**src/rtl/spq_pkg.sv**
```systemverilog
// Shared types and constants for the sorted priority queue.
// Depends on nothing; every other file of the block imports it.
package spq_pkg;

    localparam int PRIO_W        = 16;
    localparam int ITEM_PAYLOAD_W = 32;
    localparam int COUNT_OUT_W   = 5;

    localparam int DEPTH_DEFAULT         = 16;
    localparam int PAYLOAD_WIDTH_DEFAULT = 32;

    typedef enum logic
    {
        OP_INSERT = 1'b0,
        OP_DELETE = 1'b1
    } op_kind_t;

    // One request transaction.
    typedef struct packed
    {
        op_kind_t                   kind;
        logic signed [PRIO_W-1:0]   priority_req;
        logic [ITEM_PAYLOAD_W-1:0]  payload;
    } req_t;

    // One response transaction.
    typedef struct packed
    {
        logic                       removed_valid;
        logic signed [PRIO_W-1:0]   removed_priority;
        logic [ITEM_PAYLOAD_W-1:0]  removed_payload;
        logic                       empty_error;
        logic                       full_error;
        logic                       head_valid;
        logic signed [PRIO_W-1:0]   head_priority;
        logic [ITEM_PAYLOAD_W-1:0]  head_payload;
        logic [COUNT_OUT_W-1:0]     entry_count;
    } rsp_t;

    // Broadcast command to every cell of the row.
    typedef struct packed
    {
        logic ins;
        logic del;
    } cell_cmd_t;

    // Status a cell hands to its right-hand neighbor.
    typedef struct packed
    {
        logic occupied;
        logic keep;
    } cell_link_t;

endpackage

```
**src/rtl/spq_cell.sv**
```systemverilog
// One cell of the sorted row: holds one entry and its occupied flag.
// Depends on spq_pkg for the command and link types.
module spq_cell #(
    parameter int PAYLOAD_WIDTH = spq_pkg::PAYLOAD_WIDTH_DEFAULT
) (
    input  logic                              clk,
    input  logic                              rst_n,
    input  spq_pkg::cell_cmd_t                cmd,
    input  logic signed [spq_pkg::PRIO_W-1:0] new_prio,
    input  logic [PAYLOAD_WIDTH-1:0]          new_payload,
    input  spq_pkg::cell_link_t               left_link,
    input  logic signed [spq_pkg::PRIO_W-1:0] left_prio,
    input  logic [PAYLOAD_WIDTH-1:0]          left_payload,
    input  logic                              right_occupied,
    input  logic signed [spq_pkg::PRIO_W-1:0] right_prio,
    input  logic [PAYLOAD_WIDTH-1:0]          right_payload,
    output spq_pkg::cell_link_t               link,
    output logic signed [spq_pkg::PRIO_W-1:0] prio,
    output logic [PAYLOAD_WIDTH-1:0]          payload,
    output logic                              occupied_next,
    output logic signed [spq_pkg::PRIO_W-1:0] prio_next,
    output logic [PAYLOAD_WIDTH-1:0]          payload_next
);
    import spq_pkg::*;

    logic                      occupied_reg;
    logic signed [PRIO_W-1:0]  prio_reg;
    logic [PAYLOAD_WIDTH-1:0]  payload_reg;

    // A cell keeps its entry on insert only when it outranks the new one.
    assign link.occupied = occupied_reg;
    assign link.keep     = occupied_reg && (prio_reg > new_prio);

    always_comb
    begin
        occupied_next = occupied_reg;
        prio_next     = prio_reg;
        payload_next  = payload_reg;
        if (cmd.ins)
        begin
            occupied_next = occupied_reg | left_link.occupied;
            if (!link.keep)
            begin
                if (left_link.keep)
                begin
                    prio_next    = new_prio;
                    payload_next = new_payload;
                end
                else
                begin
                    prio_next    = left_prio;
                    payload_next = left_payload;
                end
            end
        end
        else if (cmd.del)
        begin
            occupied_next = right_occupied;
            prio_next     = right_prio;
            payload_next  = right_payload;
        end
    end

    always_ff @(posedge clk or negedge rst_n)
    begin
        if (!rst_n)
        begin
            occupied_reg <= 1'b0;
        end
        else
        begin
            occupied_reg <= occupied_next;
        end
    end

    always_ff @(posedge clk)
    begin
        prio_reg    <= prio_next;
        payload_reg <= payload_next;
    end

    assign prio    = prio_reg;
    assign payload = payload_reg;

endmodule

```
**src/rtl/sorted_priority_queue.sv**
```systemverilog
// Top level of the sorted priority queue: a row of spq_cell instances and
// the response register. Depends on spq_pkg and spq_cell.
module sorted_priority_queue #(
    parameter int DEPTH         = spq_pkg::DEPTH_DEFAULT,
    parameter int PAYLOAD_WIDTH = spq_pkg::PAYLOAD_WIDTH_DEFAULT
) (
    input  logic          clk,
    input  logic          rst_n,
    input  logic          req_valid,
    output logic          req_stall,
    input  spq_pkg::req_t req,
    output logic          rsp_valid,
    input  logic          rsp_stall,
    output spq_pkg::rsp_t rsp
);
    // The queue is a row of DEPTH identical cells kept sorted with the
    // highest priority in cell 0. Every request transaction is an insert or
    // a delete of the head, and each one produces exactly one response
    // transaction. Throughput is one transaction per clock while the response
    // side does not stall: the operation is broadcast to all cells at once,
    // each cell compares the new priority with its own and either holds,
    // captures the new entry, or takes its neighbor's entry, so the whole row
    // changes at once. Responses are registered. An insert goes ahead of every
    // entry of lower or equal priority, so entries of equal priority leave
    // last in, first out. A delete on an empty queue changes nothing and sets
    // empty_error; an insert into a full queue is dropped and sets
    // full_error. Each response reports the head and the entry count as they
    // stand after the operation. The request side is stalled only while a
    // response waits that the consumer has not taken.
    import spq_pkg::*;

    localparam int COUNT_W = $clog2(DEPTH + 1);

    cell_link_t               link_out   [DEPTH];
    cell_link_t               link_in    [DEPTH];
    logic signed [PRIO_W-1:0] prio_q     [DEPTH];
    logic [PAYLOAD_WIDTH-1:0] payload_q  [DEPTH];
    logic signed [PRIO_W-1:0] left_prio  [DEPTH];
    logic [PAYLOAD_WIDTH-1:0] left_pay   [DEPTH];
    logic                     right_occ  [DEPTH];
    logic signed [PRIO_W-1:0] right_prio [DEPTH];
    logic [PAYLOAD_WIDTH-1:0] right_pay  [DEPTH];
    logic                     occ_next   [DEPTH];
    logic signed [PRIO_W-1:0] prio_next  [DEPTH];
    logic [PAYLOAD_WIDTH-1:0] pay_next   [DEPTH];

    logic                     accept;
    logic                     full;
    logic                     empty;
    cell_cmd_t                cmd;
    logic [PAYLOAD_WIDTH-1:0] new_payload;
    logic [COUNT_W-1:0]       count_reg;
    logic [COUNT_W-1:0]       count_next;
    logic                     rsp_valid_reg;
    logic                     rsp_valid_next;
    rsp_t                     rsp_reg;
    rsp_t                     rsp_next;

    // A transaction is taken whenever the response slot is free or drains now.
    assign req_stall = rsp_valid_reg && rsp_stall;
    assign accept    = req_valid && !req_stall;

    // The row is filled from cell 0 upward, so the end cells tell the fill state.
    assign full  = link_out[DEPTH-1].occupied;
    assign empty = !link_out[0].occupied;

    assign cmd.ins     = accept && (req.kind == OP_INSERT) && !full;
    assign cmd.del     = accept && (req.kind == OP_DELETE) && !empty;
    assign new_payload = PAYLOAD_WIDTH'(req.payload);

    genvar gi;
    generate
        for (gi = 0; gi < DEPTH; gi++)
        begin : g_cell
            // Cell 0 sees a virtual left neighbor that is always full and
            // always outranks, so the new entry lands there when nothing
            // in the row outranks it.
            if (gi == 0)
            begin : g_first
                assign link_in[gi].occupied = 1'b1;
                assign link_in[gi].keep     = 1'b1;
                assign left_prio[gi]        = '0;
                assign left_pay[gi]         = '0;
            end
            else
            begin : g_inner
                assign link_in[gi]   = link_out[gi-1];
                assign left_prio[gi] = prio_q[gi-1];
                assign left_pay[gi]  = payload_q[gi-1];
            end

            if (gi == DEPTH - 1)
            begin : g_last
                assign right_occ[gi]  = 1'b0;
                assign right_prio[gi] = '0;
                assign right_pay[gi]  = '0;
            end
            else
            begin : g_body
                assign right_occ[gi]  = link_out[gi+1].occupied;
                assign right_prio[gi] = prio_q[gi+1];
                assign right_pay[gi]  = payload_q[gi+1];
            end

            spq_cell #(
                .PAYLOAD_WIDTH (PAYLOAD_WIDTH)
            ) u_cell (
                .clk            (clk),
                .rst_n          (rst_n),
                .cmd            (cmd),
                .new_prio       (req.priority_req),
                .new_payload    (new_payload),
                .left_link      (link_in[gi]),
                .left_prio      (left_prio[gi]),
                .left_payload   (left_pay[gi]),
                .right_occupied (right_occ[gi]),
                .right_prio     (right_prio[gi]),
                .right_payload  (right_pay[gi]),
                .link           (link_out[gi]),
                .prio           (prio_q[gi]),
                .payload        (payload_q[gi]),
                .occupied_next  (occ_next[gi]),
                .prio_next      (prio_next[gi]),
                .payload_next   (pay_next[gi])
            );
        end
    endgenerate

    always_comb
    begin
        count_next = count_reg;
        if (cmd.ins)
        begin
            count_next = count_reg + COUNT_W'(1);
        end
        else if (cmd.del)
        begin
            count_next = count_reg - COUNT_W'(1);
        end
    end

    // The response is built from the head before the step (removed entry)
    // and from the head the row will hold after the step.
    always_comb
    begin
        rsp_next = '0;
        rsp_next.empty_error = accept && (req.kind == OP_DELETE) && empty;
        rsp_next.full_error  = accept && (req.kind == OP_INSERT) && full;
        if (cmd.del)
        begin
            rsp_next.removed_valid    = 1'b1;
            rsp_next.removed_priority = prio_q[0];
            rsp_next.removed_payload  = ITEM_PAYLOAD_W'(64'(payload_q[0]));
        end
        if (occ_next[0])
        begin
            rsp_next.head_valid    = 1'b1;
            rsp_next.head_priority = prio_next[0];
            rsp_next.head_payload  = ITEM_PAYLOAD_W'(64'(pay_next[0]));
        end
        rsp_next.entry_count = COUNT_OUT_W'(count_next);
    end

    always_comb
    begin
        if (accept)
        begin
            rsp_valid_next = 1'b1;
        end
        else if (rsp_stall)
        begin
            rsp_valid_next = rsp_valid_reg;
        end
        else
        begin
            rsp_valid_next = 1'b0;
        end
    end

    always_ff @(posedge clk or negedge rst_n)
    begin
        if (!rst_n)
        begin
            count_reg     <= '0;
            rsp_valid_reg <= 1'b0;
        end
        else
        begin
            count_reg     <= count_next;
            rsp_valid_reg <= rsp_valid_next;
        end
    end

    always_ff @(posedge clk)
    begin
        if (accept)
        begin
            rsp_reg <= rsp_next;
        end
    end

    assign rsp_valid = rsp_valid_reg;
    assign rsp       = rsp_reg;

endmodule

```
**config.mk**
```make
export PLATFORM = sky130hd
export DESIGN_NAME = sorted_priority_queue
export DESIGN_NICKNAME = d
export VERILOG_FILES = /design/src/rtl/spq_pkg.sv /design/src/rtl/spq_cell.sv /design/src/rtl/sorted_priority_queue.sv
export SDC_FILE = /design/constraint.sdc
export NUM_CORES = 2
export LEC_CHECK = 0
export BUFFER_PORTS_ARGS = -buffer_cell sky130_fd_sc_hd__buf_4
export CORE_UTILIZATION = 45
export CTS_CLUSTER_SIZE = 28
export DETAILED_ROUTE_END_ITERATION = 8
export PLACE_DENSITY_LB_ADDON = 0.2
export SLEW_MARGIN = 25
export SYNTH_ARGS = -nofsm -noshare
export SYNTH_HDL_FRONTEND = slang
export SYNTH_SLANG_ARGS = --single-unit
```
**constraint.sdc**
```tcl
create_clock -name clk -period 15.45 [get_ports clk]
set_input_delay 1.545 -clock clk [delete_from_list [all_inputs] [get_ports clk]]
set_output_delay 1.545 -clock clk [all_outputs]
set_load 0.02 [all_outputs]
```
==> flow_metrics.py <==
metrics = {
    "drt": {
        "routed_via_density": 6.27,
        "dr.pass1.iters": 8,
        "routedWlPerCell_um": 25.0,
        "drc": 0,
        "drtAntennaViolNets": 0,
        "vias": 37000,
        "drt_iter0_markers": 4395,
        "routed_wl_mm": 148,
    },
    "sta": {
        "hold_viol": 0,
        "finClkSkew_ps": 34.6,
        "rsz0062_at_grt": "no",
        "min_period_ps": 5600,
        "setup_slack_ps": 9850,
        "timing.hold.ws_ps": 468,
        "setup_viol": 0,
        "tightest_slew_ps": 1060,
        "max_slew_margin_pct": 28.8,
        "drv_slew": 0,
        "timing.fmax_mhz": 179,
        "finalCritPeriodShare_pct": 36.3,
        "tns_ps": 0,
    },
    "final_layout": {
        "syn_to_final_growth_pct": 11.2,
        "final.fill_count": 9444,
        "drive_gt1_share_pct": 10.4,
        "fin_nets": 4721,
        "largest_reg_flops": 512,
    },
    "clock_network": {
        "htreeDepth": 3,
        "cts_tree": "yes",
        "ctsResizeCount": 0,
        "cts_buffers": 99,
        "cts.sinks": 895,
        "clockBufferDepth": 3,
        "cts_root_buf": "clkbuf_16",
        "clk_pin_slew_ps": 60,
        "holdBufCountCts": 0,
        "cts_setup_buffers": 0,
        "clock_latency_ps": 690,
    },
    "setup_path": {
        "ff2ff_setup_slack_ps": 10760,
        "arrival_ps": 5910,
        "slowest_stage": "nand2_2",
        "crit_buf_inv": 4,
        "crit_required_ps": 15760,
        "cp-start-kind": "input pin",
        "cp_common_cell": "buf_4",
        "path_class": "in -> reg",
        "crit_path_end_kind": "flop",
        "path_cells": "buf_4 -> inv_1 -> ha_1 -> nand4_1 -> nor2_1 -> o2bb2ai_1 -> or4_1 -> nand4_1 -> buf_4 -> nand2_1 -> nand2_2 -> buf_4",
        "crit_family": "buffers and inverters",
        "max_stage_delay_ps": 760,
        "crit_path_max_fanout": 46,
    },
    "worst_hold_path": {
        "hold_path.class": "reg -> reg",
    },
    "global_route": {
        "grt_pass1_vias": 35200,
        "antenna_found_initial": 2,
        "gr-usage-all-layers_pct": 27.0,
        "grt_pass1_wl_mm": 223,
        "overflow": 0,
        "grt_max_degree": 170,
    },
    "pwr": {
        "p_per_area_mw_per_mm2": 167,
        "vdd_drop_max_mv": 0.149,
        "leakagePower_nw": 19.5,
    },
    "logic_synthesis": {
        "synth_nets": 4777,
        "yosysWarnings": 0,
        "synth_area_sq_mm": 0.0477,
        "avgSynthCellArea_sq_um": 10.7,
        "synth_commonest_cells": "834 x nand2_1, 825 x edfxtp_1, 543 x nand3_1",
        "synth.area.top_cells": "edfxtp_1 52%, o211ai_1 8.3%, nand2_1 6.6%",
        "ys_seq_area_share_pct": 55.1,
        "synthFlopType": "edfxtp_1",
        "syn_inst": 4482,
        "yosysUniqueCellTypes": 65,
        "synthArstFlopShare_pct": 2.46,
        "ys_ff_latch": 895,
        "synth_most_common_cell": "nand2_1",
        "synth_top_area_cell": "edfxtp_1",
        "synth_edf_count": 825,
        "synth_top_area_share_pct": 51.9,
    },
    "floorplan": {
        "die_h_um": 328,
        "floorplan.initialDensity_pct": 45.3,
        "dieArea_sq_mm": 0.107,
        "row_count": 119,
        "io_pins": 160,
        "core-area_sq_mm": 0.105,
        "die_x_um": 328,
    },
    "run_status": {
        "status": "finished clean",
    },
    "job": {
        "max_cap_viol_count": 0,
    },
    "placement": {
        "numPortBuffers": 159,
        "dp_hpwl_mm": 90.8,
        "dp_slack_ps": 9270,
        "gp_congestion": 0.925,
    },
}
[report_power, final]
group | internal [mW] | switching (mW) | leakage, nW | total [mW]
Clock | 1.32 | 1.03 | 1.57 | 2.34
Combinational | 0.845 | 1.92 | 9.49 | 2.76
Sequential | 3.38 | 0.365 | 8.43 | 3.74
Total | 5.54 | 3.31 | 19.5 | 8.85
[routing by layer]
metal  GRT usage [%]  routed length, um  vias up
met4            8.83               4480        0
met1            38.5              64400    18400
li1                -                  -    16800
met2            43.1              68300     1588
met5               0                  0        -
met3            3.13              10600      214
[area by class of cell]
cell class,count,area (sq um),share of cell area [%]
clock inverter,47,364,0.686
clock buffer,140,2800,5.28
tap,1391,1740,3.28
timing repair buffer,221,1740,3.28
multi-input combinational,3160,20000,37.6
inverter,49,191,0.361
antenna,2,5.00,0.00943
sequential,895,26300,49.5
[cell usage in the layout, fill, tap and decap left out, types with 15 or more instances in the layout]
master / netlist / final
nand4_1: 48 / 48
dfxtp_1: 48 / 48
clkinv_2: 0 / 29
nor2b_1: 15 / 15
a21o_1: 26 / 25
and2_1: 49 / 49
o211ai_1: 529 / 529
dfrtp_1: 22 / 22
nand2_1: 834 / 824
edfxtp_1: 825 / 825
clkbuf_1: 305 / 25
a21oi_1: 193 / 193
mux2_2: 50 / 48
ha_1: 242 / 242
mux2i_1: 191 / 191
buf_4: 2 / 213
o21ai_0: 138 / 135
nand3_1: 543 / 543
clkbuf_16: 0 / 100
a22oi_1: 51 / 51
clkbuf_8: 0 / 15
nor2_1: 130 / 128
inv_1: 48 / 46
[path summary, 6_finish.rpt]
path,end,cells past startpoint,from
setup reg to reg,g_cell[6].u_cell.payload[5],9,rsp_valid
max in group asynchronous,count_reg[1],1,rst_n
hold / removal,count_reg[4],1,count_reg[4]
setup / recovery,g_cell[5].u_cell.prio[10],12,req[47]
min in group asynchronous,g_cell[5].u_cell.occupied_reg,1,rst_n
hold reg to reg,count_reg[4],1,count_reg[4]
[kinds of logic (layout without fill, tap and decap cells)]
group | after synthesis | count (layout) | synth area share, %
simple gates | 1661 | 1661 | 15.4
compound gates | 1011 | 1011 | 14.3
flops | 895 | 895 | 55.1
buf+inv | 427 | 457 | 3.61
fa+ha+maj | 242 | 242 | 6.34
mux | 242 | 242 | 5.21
xor+xnor | 4 | 4 | 0.0734
other cells | 0 | 2 | 0
[per-stage QoR]
step	area (sq um)	util (%)	total power, mW	std cells
2_1_floorplan	47700	-	5.52	4482
3_3_place_gp	49900	47.4	6.46	5715
3_5_place_dp	49900	47.4	6.50	5715
4_1_cts	53100	50.4	8.84	5902
5_1_grt	53100	50.4	9.25	5905
6_report	53100	50.4	8.85	5905
(Power assumes the default switching activity.)
